$ cat src/aesbc_pkg.sv
// Shared types, constants and round functions for the AES block cipher unit.
package aesbc_pkg;

   localparam logic [3:0] NR_128        = 4'd10;
   localparam logic [3:0] NR_256        = 4'd14;
   localparam logic [5:0] LAST_WORD_128 = 6'd43;
   localparam logic [5:0] LAST_WORD_256 = 6'd59;

   typedef enum logic [1:0] {
      ST_EXPAND,
      ST_IDLE,
      ST_RUN,
      ST_DONE
   } state_type;

   typedef enum logic [2:0] {
      REG_KEY_IS_256 = 3'd0,
      REG_KEY_WORD_0 = 3'd1,
      REG_KEY_WORD_1 = 3'd2,
      REG_KEY_WORD_2 = 3'd3,
      REG_KEY_WORD_3 = 3'd4
   } reg_idx_type;

   typedef struct packed {
      logic       load;
      logic       round;
      logic       last;
      logic       decrypt;
      logic [3:0] key_addr;
      logic       exp_we;
      logic [5:0] exp_idx;
   } cmd_type;

   typedef struct packed {
      logic key_is_256;
   } status_type;

   localparam logic [7:0] SBOX [256] = '{
      8'h63, 8'h7c, 8'h77, 8'h7b, 8'hf2, 8'h6b, 8'h6f, 8'hc5,
      8'h30, 8'h01, 8'h67, 8'h2b, 8'hfe, 8'hd7, 8'hab, 8'h76,
      8'hca, 8'h82, 8'hc9, 8'h7d, 8'hfa, 8'h59, 8'h47, 8'hf0,
      8'had, 8'hd4, 8'ha2, 8'haf, 8'h9c, 8'ha4, 8'h72, 8'hc0,
      8'hb7, 8'hfd, 8'h93, 8'h26, 8'h36, 8'h3f, 8'hf7, 8'hcc,
      8'h34, 8'ha5, 8'he5, 8'hf1, 8'h71, 8'hd8, 8'h31, 8'h15,
      8'h04, 8'hc7, 8'h23, 8'hc3, 8'h18, 8'h96, 8'h05, 8'h9a,
      8'h07, 8'h12, 8'h80, 8'he2, 8'heb, 8'h27, 8'hb2, 8'h75,
      8'h09, 8'h83, 8'h2c, 8'h1a, 8'h1b, 8'h6e, 8'h5a, 8'ha0,
      8'h52, 8'h3b, 8'hd6, 8'hb3, 8'h29, 8'he3, 8'h2f, 8'h84,
      8'h53, 8'hd1, 8'h00, 8'hed, 8'h20, 8'hfc, 8'hb1, 8'h5b,
      8'h6a, 8'hcb, 8'hbe, 8'h39, 8'h4a, 8'h4c, 8'h58, 8'hcf,
      8'hd0, 8'hef, 8'haa, 8'hfb, 8'h43, 8'h4d, 8'h33, 8'h85,
      8'h45, 8'hf9, 8'h02, 8'h7f, 8'h50, 8'h3c, 8'h9f, 8'ha8,
      8'h51, 8'ha3, 8'h40, 8'h8f, 8'h92, 8'h9d, 8'h38, 8'hf5,
      8'hbc, 8'hb6, 8'hda, 8'h21, 8'h10, 8'hff, 8'hf3, 8'hd2,
      8'hcd, 8'h0c, 8'h13, 8'hec, 8'h5f, 8'h97, 8'h44, 8'h17,
      8'hc4, 8'ha7, 8'h7e, 8'h3d, 8'h64, 8'h5d, 8'h19, 8'h73,
      8'h60, 8'h81, 8'h4f, 8'hdc, 8'h22, 8'h2a, 8'h90, 8'h88,
      8'h46, 8'hee, 8'hb8, 8'h14, 8'hde, 8'h5e, 8'h0b, 8'hdb,
      8'he0, 8'h32, 8'h3a, 8'h0a, 8'h49, 8'h06, 8'h24, 8'h5c,
      8'hc2, 8'hd3, 8'hac, 8'h62, 8'h91, 8'h95, 8'he4, 8'h79,
      8'he7, 8'hc8, 8'h37, 8'h6d, 8'h8d, 8'hd5, 8'h4e, 8'ha9,
      8'h6c, 8'h56, 8'hf4, 8'hea, 8'h65, 8'h7a, 8'hae, 8'h08,
      8'hba, 8'h78, 8'h25, 8'h2e, 8'h1c, 8'ha6, 8'hb4, 8'hc6,
      8'he8, 8'hdd, 8'h74, 8'h1f, 8'h4b, 8'hbd, 8'h8b, 8'h8a,
      8'h70, 8'h3e, 8'hb5, 8'h66, 8'h48, 8'h03, 8'hf6, 8'h0e,
      8'h61, 8'h35, 8'h57, 8'hb9, 8'h86, 8'hc1, 8'h1d, 8'h9e,
      8'he1, 8'hf8, 8'h98, 8'h11, 8'h69, 8'hd9, 8'h8e, 8'h94,
      8'h9b, 8'h1e, 8'h87, 8'he9, 8'hce, 8'h55, 8'h28, 8'hdf,
      8'h8c, 8'ha1, 8'h89, 8'h0d, 8'hbf, 8'he6, 8'h42, 8'h68,
      8'h41, 8'h99, 8'h2d, 8'h0f, 8'hb0, 8'h54, 8'hbb, 8'h16
   };

   function automatic logic [7:0] xtime(input logic [7:0] a);
      return {a[6:0], 1'b0} ^ (a[7] ? 8'h1b : 8'h00);
   endfunction

   // linear part of the inverse affine map
   function automatic logic [7:0] inv_affine_lin(input logic [7:0] v);
      return {v[6:0], v[7]} ^ {v[4:0], v[7:5]} ^ {v[1:0], v[7:2]};
   endfunction

   // inverse S-box through the forward table: inv = L(S(L(s)^05))^05
   function automatic logic [7:0] inv_sbox(input logic [7:0] s);
      logic [7:0] t;
      t = inv_affine_lin(s) ^ 8'h05;
      return inv_affine_lin(SBOX[t]) ^ 8'h05;
   endfunction

   function automatic logic [127:0] shift_rows(input logic [127:0] s);
      logic [127:0] t;
      t = '0;
      for (int r = 0; r < 4; r++) begin
         for (int c = 0; c < 4; c++) begin
            t[8*(r+4*c) +: 8] = s[8*(r+4*((c+r)%4)) +: 8];
         end
      end
      return t;
   endfunction

   function automatic logic [127:0] inv_shift_rows(input logic [127:0] s);
      logic [127:0] t;
      t = '0;
      for (int r = 0; r < 4; r++) begin
         for (int c = 0; c < 4; c++) begin
            t[8*(r+4*((c+r)%4)) +: 8] = s[8*(r+4*c) +: 8];
         end
      end
      return t;
   endfunction

   function automatic logic [31:0] mix_col(input logic [31:0] col);
      logic [7:0] a0, a1, a2, a3, b0, b1, b2, b3;
      a0 = col[7:0];   a1 = col[15:8];
      a2 = col[23:16]; a3 = col[31:24];
      b0 = xtime(a0) ^ xtime(a1) ^ a1 ^ a2 ^ a3;
      b1 = a0 ^ xtime(a1) ^ xtime(a2) ^ a2 ^ a3;
      b2 = a0 ^ a1 ^ xtime(a2) ^ xtime(a3) ^ a3;
      b3 = xtime(a0) ^ a0 ^ a1 ^ a2 ^ xtime(a3);
      return {b3, b2, b1, b0};
   endfunction

   function automatic logic [31:0] inv_mix_col(input logic [31:0] col);
      logic [7:0] a [4];
      logic [7:0] m9 [4];
      logic [7:0] m11 [4];
      logic [7:0] m13 [4];
      logic [7:0] m14 [4];
      logic [7:0] x2, x4, x8;
      for (int i = 0; i < 4; i++) begin
         a[i]   = col[8*i +: 8];
         x2     = xtime(a[i]);
         x4     = xtime(x2);
         x8     = xtime(x4);
         m9[i]  = x8 ^ a[i];
         m11[i] = x8 ^ x2 ^ a[i];
         m13[i] = x8 ^ x4 ^ a[i];
         m14[i] = x8 ^ x4 ^ x2;
      end
      return {m11[0] ^ m13[1] ^ m9[2]  ^ m14[3],
              m13[0] ^ m9[1]  ^ m14[2] ^ m11[3],
              m9[0]  ^ m14[1] ^ m11[2] ^ m13[3],
              m14[0] ^ m11[1] ^ m13[2] ^ m9[3]};
   endfunction

endpackage

$ cat src/aesbc_ctrl.sv
// Sequencer: key expansion walk, round counting and item handshakes.
module aesbc_ctrl (
   input  logic                    clock,
   input  logic                    reset,
   input  logic                    cfg_write,
   input  logic                    req_valid,
   input  logic                    req_action,
   output logic                    req_ready,
   output logic                    rsp_valid,
   input  logic                    rsp_ready,
   input  aesbc_pkg::status_type   status,
   output aesbc_pkg::cmd_type      cmd
);

   aesbc_pkg::state_type state_ff, state_in;
   logic [3:0]           rnd_ff, rnd_in;
   logic [5:0]           wcnt_ff, wcnt_in;
   logic                 dec_ff, dec_in;
   logic [3:0]           nr;
   logic [5:0]           last_word;

   assign nr        = status.key_is_256 ? aesbc_pkg::NR_256 : aesbc_pkg::NR_128;
   assign last_word = status.key_is_256 ? aesbc_pkg::LAST_WORD_256
                                        : aesbc_pkg::LAST_WORD_128;

   always_ff @(posedge clock) begin
      if (reset) begin
         state_ff <= aesbc_pkg::ST_EXPAND;
         rnd_ff   <= '0;
         wcnt_ff  <= '0;
         dec_ff   <= 1'b0;
      end else begin
         state_ff <= state_in;
         rnd_ff   <= rnd_in;
         wcnt_ff  <= wcnt_in;
         dec_ff   <= dec_in;
      end
   end

   always_comb begin
      state_in  = state_ff;
      rnd_in    = rnd_ff;
      wcnt_in   = wcnt_ff;
      dec_in    = dec_ff;
      req_ready = 1'b0;
      rsp_valid = 1'b0;
      cmd       = '0;
      cmd.decrypt  = dec_ff;
      cmd.key_addr = rnd_ff;
      cmd.exp_idx  = wcnt_ff;
      case (state_ff)
         aesbc_pkg::ST_EXPAND: begin
            cmd.exp_we = 1'b1;
            if (wcnt_ff == last_word) begin
               state_in = aesbc_pkg::ST_IDLE;
            end else begin
               wcnt_in = wcnt_ff + 6'd1;
            end
         end
         aesbc_pkg::ST_IDLE: begin
            req_ready    = 1'b1;
            cmd.key_addr = req_action ? nr : 4'd0;
            if (req_valid) begin
               cmd.load = 1'b1;
               dec_in   = req_action;
               rnd_in   = req_action ? nr - 4'd1 : 4'd1;
               state_in = aesbc_pkg::ST_RUN;
            end
         end
         aesbc_pkg::ST_RUN: begin
            cmd.round = 1'b1;
            cmd.last  = dec_ff ? (rnd_ff == 4'd0) : (rnd_ff == nr);
            if (cmd.last) begin
               state_in = aesbc_pkg::ST_DONE;
            end else begin
               rnd_in = dec_ff ? rnd_ff - 4'd1 : rnd_ff + 4'd1;
            end
         end
         aesbc_pkg::ST_DONE: begin
            rsp_valid = 1'b1;
            if (rsp_ready) begin
               state_in = aesbc_pkg::ST_IDLE;
            end
         end
         default: begin
            state_in = aesbc_pkg::ST_EXPAND;
            wcnt_in  = '0;
         end
      endcase
      // any key register write restarts the expansion
      if (cfg_write) begin
         state_in = aesbc_pkg::ST_EXPAND;
         wcnt_in  = '0;
      end
   end

endmodule

$ cat config.mk
export PLATFORM = sky130hd
export DESIGN_NAME = aesbc_ctrl
export DESIGN_NICKNAME = d
export VERILOG_FILES = /design/src/aesbc_pkg.sv /design/src/aesbc_ctrl.sv
export SDC_FILE = /design/constraint.sdc
export NUM_CORES = 1
export LEC_CHECK = 0
export BUFFER_PORTS_ARGS = -buffer_cell sky130_fd_sc_hd__buf_2
export CAP_MARGIN = 10
export CORE_MARGIN = 3
export CORE_UTILIZATION = 25
export DETAILED_ROUTE_END_ITERATION = 10
export GPL_ROUTABILITY_DRIVEN = 0
export PLACE_DENSITY_LB_ADDON = 0.1
export SYNTH_ARGS = -nofsm -noshare
export SYNTH_HDL_FRONTEND = slang
export SYNTH_SLANG_ARGS = --single-unit
$ cat constraint.sdc
create_clock -name clock -period 3.32 [get_ports clock]
set_input_delay 0.332 -clock clock [delete_from_list [all_inputs] [get_ports clock]]
set_output_delay 0.332 -clock clock [all_outputs]
set_load 0.01 [all_outputs]
==> reports/results.txt <==
Outcome: finished clean
Final Cycle Share: 62.2%
Sw frac: 24.1%
Crit path largest cell delay: 530 ps
Slew Viols, Final: 0
Syn. warnings: 0
# IOs: 24
Cell count of the worst reg-to-reg path: 6
Port Buffers: 23
Min-delay worst type: input pin to flip-flop
Pre-CTS setup slack: 1440 ps
Antenna viol nets, final: 0
Gr usage total: 11.0%
Remaining global-route overflow: 0
Post-synth cell types: 38
Power Dens Cells: 261 nW/um^2
Die area: 4270 um^2
Total clock buffers created by CTS: 3
Core area: 3200 um^2
Rows: 20
Hold path startpoint: reset
Crit Reg-Reg Endpoint: rnd_ff[3]$_SDFFE_PP0P_
Nets@finish: 140
Starting Density: 27.5%
Share of layout cells above drive strength 1: 26.6%
Int Power: 0.210 mW
Antenna cell count: 0
Worst reg-to-reg setup slack: 1440 ps
Via density: 4.60
Sink Count: 13
CP Class: flip-flop to primary output
Crit path max-delay cell type: dfxtp_1
CTS Root Buffer Type: clkbuf_4
CTS tree: done
Antenna violations before repair: 0
Synthesized cell area: 881 um^2
Maximum clock insertion buffer count: 2
Setup TNS: 0 ps
Worst EP arrival: 1730 ps
Synth Instances: 100
Reg power frac: 57.1%
Crit start category: flip-flop
P_sw: 0.0666 mW
Data required, critical path: 2990 ps
Hold Path End: rnd_ff[2]$_SDFFE_PP0P_
Pleak: 0.449 nW
CP top delay family: flip-flops
Avg Cell Area, Syn: 8.81 um^2
Unrepaired setup endpoints after global routing: no
Clock power frac: 37.3%
Slew HR: 60.0%
Max-Cap Viols: 0
Area growth syn-to-layout: 20.6%
Post-synthesis adder-cell area fraction: 12.2%
Hold Path Stages: 2
Worst Setup SP: dec_ff$_SDFFE_PP0P_
Worst-Margin Slew: 594 ps
Clock Latency Late Sink: 280 ps
Comb pwr share: 5.5%
Routed WL: 2110 um
Xor/xnor cell area share of the yosys netlist: 8.95%
Post-synthesis simple-gate area fraction: 23.2%
Hold-fix buffers, CTS: 0
Endpoint type of the worst setup path: primary output
Period minus WS final: 2060 ps
Resized Gates After CTS: 0
Drt pass-1 iters: 4
Synth Area in Compound Gates: 18.5%
Vias in the first global route: 757
CP max FO: 9
Fin. Hold Viols: 0
First-pass GRT wire length: 3620 um
DR vias: 772
Clock-pin slew on the worst setup and hold paths: 90 ps
Sequential fraction of the synthesis area: 29.5%
Peak supply drop: 178 uV
DR WL/cell: 12.5 um
Die Y: 65.4 um
Synth Register Bits: 13
Main combinational cell family by area after synthesis: simple AND/OR/NAND/NOR gates
Final Instance Count excl. Fillers: 168
Starting DRT DRC Count: 10
Post-synthesis net count: 115
Postcts setup bufs: 0
Hpwl dp: 1660 um
Worst Path Buf+Inv: 1
Final WS setup: 1260 ps
Dpl cells: 164
Setup violators final: 0
RR Startpoint: dec_ff$_SDFFE_PP0P_
Mux contribution to synthesized area: 3.41%
DRC: 0
Chip width: 65.4 um
Clk_skew: 5.48 ps
Crit-path cells: nor3b_1 > o21ai_1 > a21oi_2 > buf_2
Largest net degree at the start of global routing: 12
Htree depth: 1
Max Freq: 484 MHz
## synth_stat cells, drive strengths merged
| cell | number | area [um^2] |
|---|---|---|
| ha | 7 | 87.6 |
| buf | 1 | 7.51 |
| fa | 1 | 20.0 |
| dfxtp | 13 | 260 |
| and3 | 1 | 6.26 |
| o21a | 1 | 7.51 |
| nor2 | 13 | 51.3 |
| nor3b | 1 | 7.51 |
| nand3 | 2 | 10.0 |
| nor4 | 1 | 6.26 |
| o21ai | 7 | 38.8 |
| nor2b | 2 | 12.5 |
| nand4 | 1 | 6.26 |
| nor4bb | 1 | 16.3 |
| o32ai | 1 | 16.3 |
| nand2 | 3 | 11.3 |
| a2111o | 2 | 22.5 |
| o21bai | 1 | 7.51 |
| mux2i | 3 | 30.0 |
| a21oi | 6 | 33.8 |
| o2111ai | 1 | 8.76 |
| clkbuf | 2 | 7.51 |
| a21o | 1 | 7.51 |
| or2 | 3 | 18.8 |
| inv | 6 | 22.5 |
| and2 | 2 | 12.5 |
| xnor2 | 5 | 43.8 |
| nand4b | 3 | 26.3 |
| nand2b | 3 | 18.8 |
| o31ai | 2 | 20.0 |
| xor2 | 4 | 35.0 |
## area by class of cell
class / count / area, um^2
fill: 381 / 2140
multi-input combinational: 78 / 583
sequential: 13 / 260
timing repair buffer: 23 / 115
tap: 44 / 55.1
clock buffer: 4 / 26.3
inverter: 6 / 22.5
## cell usage in the layout (no fill, tap or decap), drive strengths merged, types with 2 or more instances in the layout
cell,Yosys,routed
a2111o,2,2
a21oi,6,6
and2,2,2
buf,1,23
clkbuf,2,4
dfxtp,13,13
ha,7,7
inv,6,6
mux2i,3,3
nand2,3,3
nand2b,3,3
nand3,2,2
nand4b,3,3
nor2,13,13
nor2b,2,2
o21ai,7,7
o31ai,2,2
or2,3,3
xnor2,5,5
xor2,4,4
## cell families (layout without fill, tap and decap cells)
logic type               after synthesis  count (layout)
AO/OA/AOI/OAI                         22              22
adder cells (fa/ha/maj)                8               8
flip-flops                            13              13
multiplexers                           3               3
buffers and inverters                  9              33
AND/OR/NAND/NOR                       36              36
XOR/XNOR                               9               9
## flip-flops by register name (all words and copies together), names as in the netlist
signal	cells
wcnt_ff	6
rnd_ff	4
state_ff	2
dec_ff	1
## power by group through the flow
stage	logic [mW]	registers [mW]	clock network (mW)
after floorplan	0.00602	0.162	0
after global placement	0.0152	0.162	0
after detailed placement	0.0153	0.162	0
after CTS	0.0154	0.158	0.112
after global routing	0.0171	0.159	0.115
final	0.0153	0.158	0.103
## routing by layer
metal  share of wire [%]  vias up  global-route usage [%]
met5                   0        -                       0
met1                  46      355                    13.1
met2                  48       18                    18.7
met3                 5.7        2                    3.76
li1                    -      397                       -
met4                0.62        0                    3.11
## worst max-delay path by stage
stage,endpoint,slack [ps],cells after the start
after floorplan,rnd_ff[3]$_SDFFE_PP0P_,1640,6
after global placement,rnd_ff[3]$_SDFFE_PP0P_,1420,6
after detailed placement,rnd_ff[3]$_SDFFE_PP0P_,1440,6
after CTS,cmd[12],1230,4
after global routing,cmd[12],1120,4
final,cmd[12],1260,4
## stage by stage
step	hold slack, ps	utilization [%]	area (um^2)	power (mW)
after detailed placement	494	32.3	1040	0.177
after floorplan	401	-	881	0.168
after CTS	322	33.2	1060	0.285
after global routing	332	33.2	1060	0.291
after global placement	483	32.3	1040	0.177
final	333	33.2	1060	0.277
Note: power is estimated with default switching activity, not from simulation.
